**config.mk**
```make
export PLATFORM = sky130hd
export DESIGN_NAME = tmcp_ram
export DESIGN_NICKNAME = d
export VERILOG_FILES = /design/src/hw/rtl/tmcp_ram.sv
export SDC_FILE = /design/constraint.sdc
export NUM_CORES = 1
export LEC_CHECK = 0
export BUFFER_PORTS_ARGS = -buffer_cell sky130_fd_sc_hd__buf_2
export CORE_ASPECT_RATIO = 0.6
export CORE_MARGIN = 2
export CORE_UTILIZATION = 45
export CTS_CLUSTER_DIAMETER = 30
export CTS_CLUSTER_SIZE = 12
export DETAILED_ROUTE_END_ITERATION = 8
export GPL_TIMING_DRIVEN = 1
export MAX_ROUTING_LAYER = met4
export PLACE_DENSITY_LB_ADDON = 0.1
export SYNTH_ARGS = -nofsm -noshare
export SYNTH_HDL_FRONTEND = slang
export SYNTH_SLANG_ARGS = --single-unit
```
**constraint.sdc**
```tcl
create_clock -name clk -period 2.3 [get_ports clk]
set_input_delay 0.46 -clock clk [delete_from_list [all_inputs] [get_ports clk]]
set_output_delay 0.46 -clock clk [all_outputs]
set_load 0.03 [all_outputs]
```
**src/hw/rtl/tmcp_ram.sv**
```systemverilog
module tmcp_ram #(
    parameter int WIDTH = 8,
    parameter int DEPTH = 16
) (
    input  logic                     clk,
    input  logic                     we,
    input  logic [$clog2(DEPTH)-1:0] waddr,
    input  logic [WIDTH-1:0]         wdata,
    input  logic [$clog2(DEPTH)-1:0] raddr,
    output logic [WIDTH-1:0]         rdata
);

    logic [WIDTH-1:0] mem [DEPTH];

    always_ff @(posedge clk)
    begin
        if (we)
        begin
            mem[waddr] <= wdata;
        end
        rdata <= mem[raddr];
    end

endmodule

```
==> out/metrics.cfg, run 1 <==
[power]
leakage_nw = 2.08
irDropWorstVdd_mv = 0.579
p_per_area_nw_per_um2 = 922
power.total_mw = 5.63

[synthesis]
synth_cells = 229
async_flop_share_pct = 0
synth_top_cells_by_area = edfxtp_1, mux4_2, mux4_1, dfxtp_1, a22oi_1
ys_top_cells_by_count = edfxtp_1, mux4_2, a22oi_1
synth_seq_cells = 136
synth.net_count = 247
yosysWarnings = 0
post-synth-top-count-cell = edfxtp_1
synth_edf_count = 128
netlist_area_sq_um = 5150
synth-seq-area-share_pct = 77.8
syn_avg_cell_area_sq_um = 22.5
synth_top_area_cell = edfxtp_1
synth_top_area_share_pct = 74.7
ys_types = 19
synth_flop_cell = edfxtp_1

[drt]
viasPerCell = 5.51
ant_nets = 0
wl_met1_microns = 4920
top_layer_used = met4
remaining_drc_errors = 0
via_count = 2428
met3WireLength_microns = 544
routedWlPerCell_microns = 22.8
route.met2.wl_microns = 4510
drt_iter0_drc = 178
detail_route.first_pass.iterations = 5
routed_wl_microns = 10000

[die]
fp.dieW_microns = 142
die_area_sq_um = 12300
core_sq_um = 11200
placementRows = 30
num_io_pins = 26
die-height_microns = 86.8
start_util_pct = 45.9

[clock_network]
numCtsBuffers = 17
insertion_delay_ps = 410
cts-root-buf = clkbuf_16
post_cts_buffers = 0
cts_htree_levels = 4
cts_tree = yes
cts_hold_buffers = 0
cts_sinks = 136
clk_pin_slew_ps = 50
cts_buffer_depth = 2
cts_resized = 0

[grt]
overflow = 0
first_global_vias = 2508
grt_max_degree = 33
track_usage_pct = 18.4
antenna_found_initial = 0
grt_pass1_wl_microns = 15000

[critical_path]
crit_path_top_delay_cell = mux4_1
path_class = in -> reg
reg2regPathDepth = 3
setup.worst_path.start_class = input port
cp.required_ps = 2580
crit_arrival_ps = 1790
r2r_start = mem[10][4]
worstPathCellList = buf_2, buf_12, mux4_1, a22oi_1, nand2_1
r2r_setup_slack_ps = 950
r2r-end = rdata[4]
end_kind = flop
path_max_fanout = 32
slowest_delay_ps = 590

[timing]
fmax_mhz = 665
timing.final.crit_share_pct = 65.4
slew_viol_final = 0
finalHoldViolations = 0
period_minus_slack_ps = 1500
rsz0062_at_grt = no
worst_clock_skew_ps = 11.6
max-slew-margin-rel_pct = 73.8
setup-tns-final_ps = 0
setup-violations-final = 0
worstMarginPinSlew_ps = 393

[cells_and_area]
drive_gt1_share_pct = 31.6
multiInputGateArea_sq_um = 1060
nFillCells = 876
synthToLayoutAreaGrowth_pct = 18.8
diodes = 0
seq_area_sq_um = 4000
nets = 302

[placed_design]
gp_congestion = 0.719
hpwl_microns = 6490
portBuffers = 25

[min_path]
holdPathEnd = mem[10][7]
worstHoldStart = wdata[7]
hold_class = in -> reg
whs_path_depth = 1

[run_status]
status = finished, final reports clean

[job]
max-cap-violations = 0

## final cells by class
class,instances,share of cell area [%]
clock buffers,19,7.08
clock inverters,13,2.15
well taps,144,2.95
multi-input cells,83,17.3
repair buffers,46,5.03
flip-flops and latches,136,65.5
## registers in the layout, summed over array words and instances (netlist names)
signal	flops
mem	128
rdata	8
## critical path: cells and delay by family
family | cells | cell delay (ps)
buf+inv | 2 | 370
simple gates | 1 | 80
compound gates | 1 | 280
mux | 1 | 590
## where the power goes
part	switching [mW]	leakage [nW]	internal (mW)
combinational	0.171	0.590	0.114
sequential	0.0164	1.22	2.77
clock	0.979	0.266	1.58
## placed cells by master (no fill, tap or decap), drive strengths merged, types with 4 or more instances in the layout
cell	synthesis	routed
edfxtp	128	128
nor3	4	4
clkinv	0	7
dfxtp	8	8
mux4	32	32
nor2	13	13
buf	7	46
nand2	9	9
a22oi	16	16
clkbuf	0	19
clkinvlp	0	4
## kinds of logic after synthesis
family	after synthesis	synth area share (%)
DFF	136	77.8
AOI/OAI and AO/OA	16	2.33
and+or+nand+nor	35	3.18
buffers and inverters	10	1.68
muxes	32	15.0
## through the flow
stage | area (sq um) | instances | util, % | hold slack (ps) | worst slack [ps]
detailed placement | 5550 | 409 | 49.4 | 673 | 352
CTS | 6110 | 441 | 54.5 | 424 | 776
global route | 6110 | 441 | 54.5 | 426 | 753
finish | 6110 | 441 | 54.5 | 433 | 796
global placement | 5550 | 409 | 49.4 | 668 | 361
floorplan | 5150 | 229 | - | 559 | 347
## per-layer routing
metal | global-route usage [%] | vias up
li1 | - | 1085
met1 | 26.4 | 1273
met2 | 25.2 | 66
met3 | 5.97 | 4
met4 | 6.00 | 0
met5 | - | -
## worst max path at each step
stage               depth (start not counted)  slack [ps]  startpoint        end
floorplan                                   2         350    waddr[2]  mem[0][0]
global placement                            5         360    raddr[0]   rdata[4]
detailed placement                          5         350    raddr[0]   rdata[4]
CTS                                         5         780    raddr[0]   rdata[4]
global route                                5         750    raddr[0]   rdata[3]
finish                                      5         800    raddr[0]   rdata[4]
No activity file was read; power rests on OpenSTA's default activity.
==> run 2: changes to the inputs <==
Clock period 2.3 ns to 1.31 ns, I/O delays scaled along.
==> run 2 against run 1 <==
Clock skew shrank 4.1 ps; global-route usage grew 0.40 points; sequential share of layout area shrank 1.9 points; wire length grew 0.80%; worst setup slack lost 730 ps; worst hold slack lost 200 ps; first-iteration DRC count grew 25%; via count shrank 1.4%; power grew 82%; design area grew 3.0%; critical endpoint is now rdata[3].
==> out/metrics.cfg, run 2 (synthesis results as in run 1) <==
[run_status]
status = finished, final reports clean

[critical_path]
reg2regPathDepth = 3  ; unchanged
r2r_start = mem[3][3]
crit_end = rdata[3]
worstPathCellList = mux4_2, a22oi_1, nand2_1
crit_path_top_delay_cell = mux4_2
cp_num_buf_inv = 0  ; -2
worstSetupStartpoint = mem[3][3]
end_kind = flop
crit_arrival_ps = 1540  ; -250 ps
path_class = reg -> reg
r2r-end = rdata[3]
setup.worst_path.start_class = flop
slowest_delay_ps = 480  ; -110 ps
path_max_fanout = 1  ; -97%
critical_path_depth = 3  ; -2
r2r_setup_slack_ps = 60  ; -890 ps
cp.required_ps = 1600  ; -980 ps
path_delay_family = multiplexers

[timing]
slew_viol_final = 0  ; unchanged
max-slew-margin-rel_pct = 38.2  ; -36 points
fmax_mhz = 801
finalHoldViolations = 0  ; unchanged
setup-violations-final = 0  ; unchanged
setup-tns-final_ps = 0  ; unchanged
rsz0062_at_grt = no
worst_clock_skew_ps = 7.50  ; -4.09 ps
period_minus_slack_ps = 1250
timing.final.crit_share_pct = 95.2
worstMarginPinSlew_ps = 924  ; +531 ps
finalHoldWorstSlack_ps = 234  ; -199 ps

[cells_and_area]
synthToLayoutAreaGrowth_pct = 22.3
top_regs = mem x128, rdata x8
nets = 308  ; +2.0%
diodes = 0  ; unchanged
final_common_cell = edfxtp_1
regMostFlops = mem
largest_register_ffs = 128  ; unchanged
drive_gt1_share_pct = 40.3  ; +8.6 points
final_cell_mix = edfxtp_1, mux4_2, buf_2, buf_4, clkbuf_16
final_cells = 447  ; +1.4%

[clock_network]
cts-root-buf = clkbuf_16
cts_tree = yes
cts_sinks = 136  ; unchanged
cts_htree_levels = 4  ; unchanged
cts_buffer_depth = 2  ; unchanged
insertion_delay_ps = 410  ; about the same
numCtsBuffers = 17  ; unchanged
post_cts_buffers = 0  ; unchanged
clk_pin_slew_ps = 50  ; about the same

[grt]
track_usage_pct = 18.9  ; +0.40 points
first_global_vias = 2493  ; -0.60%
grt_max_degree = 19  ; -42%
grt_pass1_wl_microns = 15200  ; +1.8%
overflow = 0  ; unchanged
antenna_found_initial = 0  ; unchanged

[drt]
detail_route.first_pass.iterations = 4  ; -1
routedWlPerCell_microns = 22.6  ; -0.56%
ant_nets = 0  ; unchanged
via_count = 2395  ; -1.4%
remaining_drc_errors = 0  ; unchanged
routed_wl_microns = 10100  ; +0.80%
viasPerCell = 5.36  ; -2.7%
drt_iter0_drc = 223  ; +25%

[die]
die-height_microns = 86.8  ; unchanged
fp.dieW_microns = 142  ; unchanged
num_io_pins = 26  ; unchanged
placementRows = 30  ; unchanged
core_sq_um = 11200  ; unchanged
start_util_pct = 45.9  ; unchanged
die_area_sq_um = 12300  ; unchanged

[power]
leakage_nw = 2.12  ; +2.0%
p_per_area_nw_per_um2 = 1620  ; +76%
irDropWorstVdd_mv = 0.907  ; +57%

[placed_design]
hpwl_microns = 6560  ; +1.0%
gp_congestion = 0.707  ; -1.7%
dp.cells = 415  ; +1.5%
portBuffers = 25  ; unchanged

[min_path]
hold_class = in -> reg

[job]
max-cap-violations = 0  ; unchanged

run 2: stage by stage:
step                utilization [%]  cell area, sq um  power (mW)  setup WS [ps]
detailed placement             50.6              5680        5.55           -329
CTS                            56.0              6290        10.3           20.4
floorplan                         -              5180        5.31          -55.0
global placement               50.6              5680        5.54           -351
global route                   56.1              6300        10.5           3.74
finish                         56.1              6300        10.2           62.3
run 2: routing by layer:
layer	wire [microns]	GRT usage, %	vias to the layer above
li1	-	-	1081
met1	4590	26.6	1225
met2	4640	26.2	79
met3	772	5.08	10
met4	114	7.91	0
met5	0	-	-
run 2: what timing repair did:
action / in CTS / in global routing
gates resized for setup: 4 / 2
setup endpoints to repair: 3 / 2
hold endpoints to repair: 0 / 0
hold buffers: 0 / 0
run 2: final cells by class:
class | count | area, sq um
fill | 842 | 4930
clock buffer | 22 | 474
clock inverter | 10 | 124
timing repair buffer | 52 | 440
tap | 144 | 180
sequential | 136 | 4000
multi-input combinational | 83 | 1070
run 2: worst min-delay path by stage:
stage	from	to	slack (ps)	depth (start not counted)
finish	wdata[5]	mem[4][5]	230	1
global route	wdata[5]	mem[4][5]	240	1
CTS	wdata[5]	mem[4][5]	220	1
detailed placement	mem[14][2]	rdata[2]	650	3
global placement	wdata[1]	mem[6][1]	660	1
floorplan	wdata[0]	mem[0][0]	360	0
run 2: power by group:
| part | switching [mW] | internal [mW] |
|---|---|---|
| clock network | 1.66 | 3.11 |
| registers | 0.0284 | 4.87 |
| logic | 0.320 | 0.238 |
run 2: worst reg2reg max path: stages (launching register included):
cell and delay [ps]:
edfxtp_1 370, mux4_2 480, a22oi_1 220, nand2_1 70
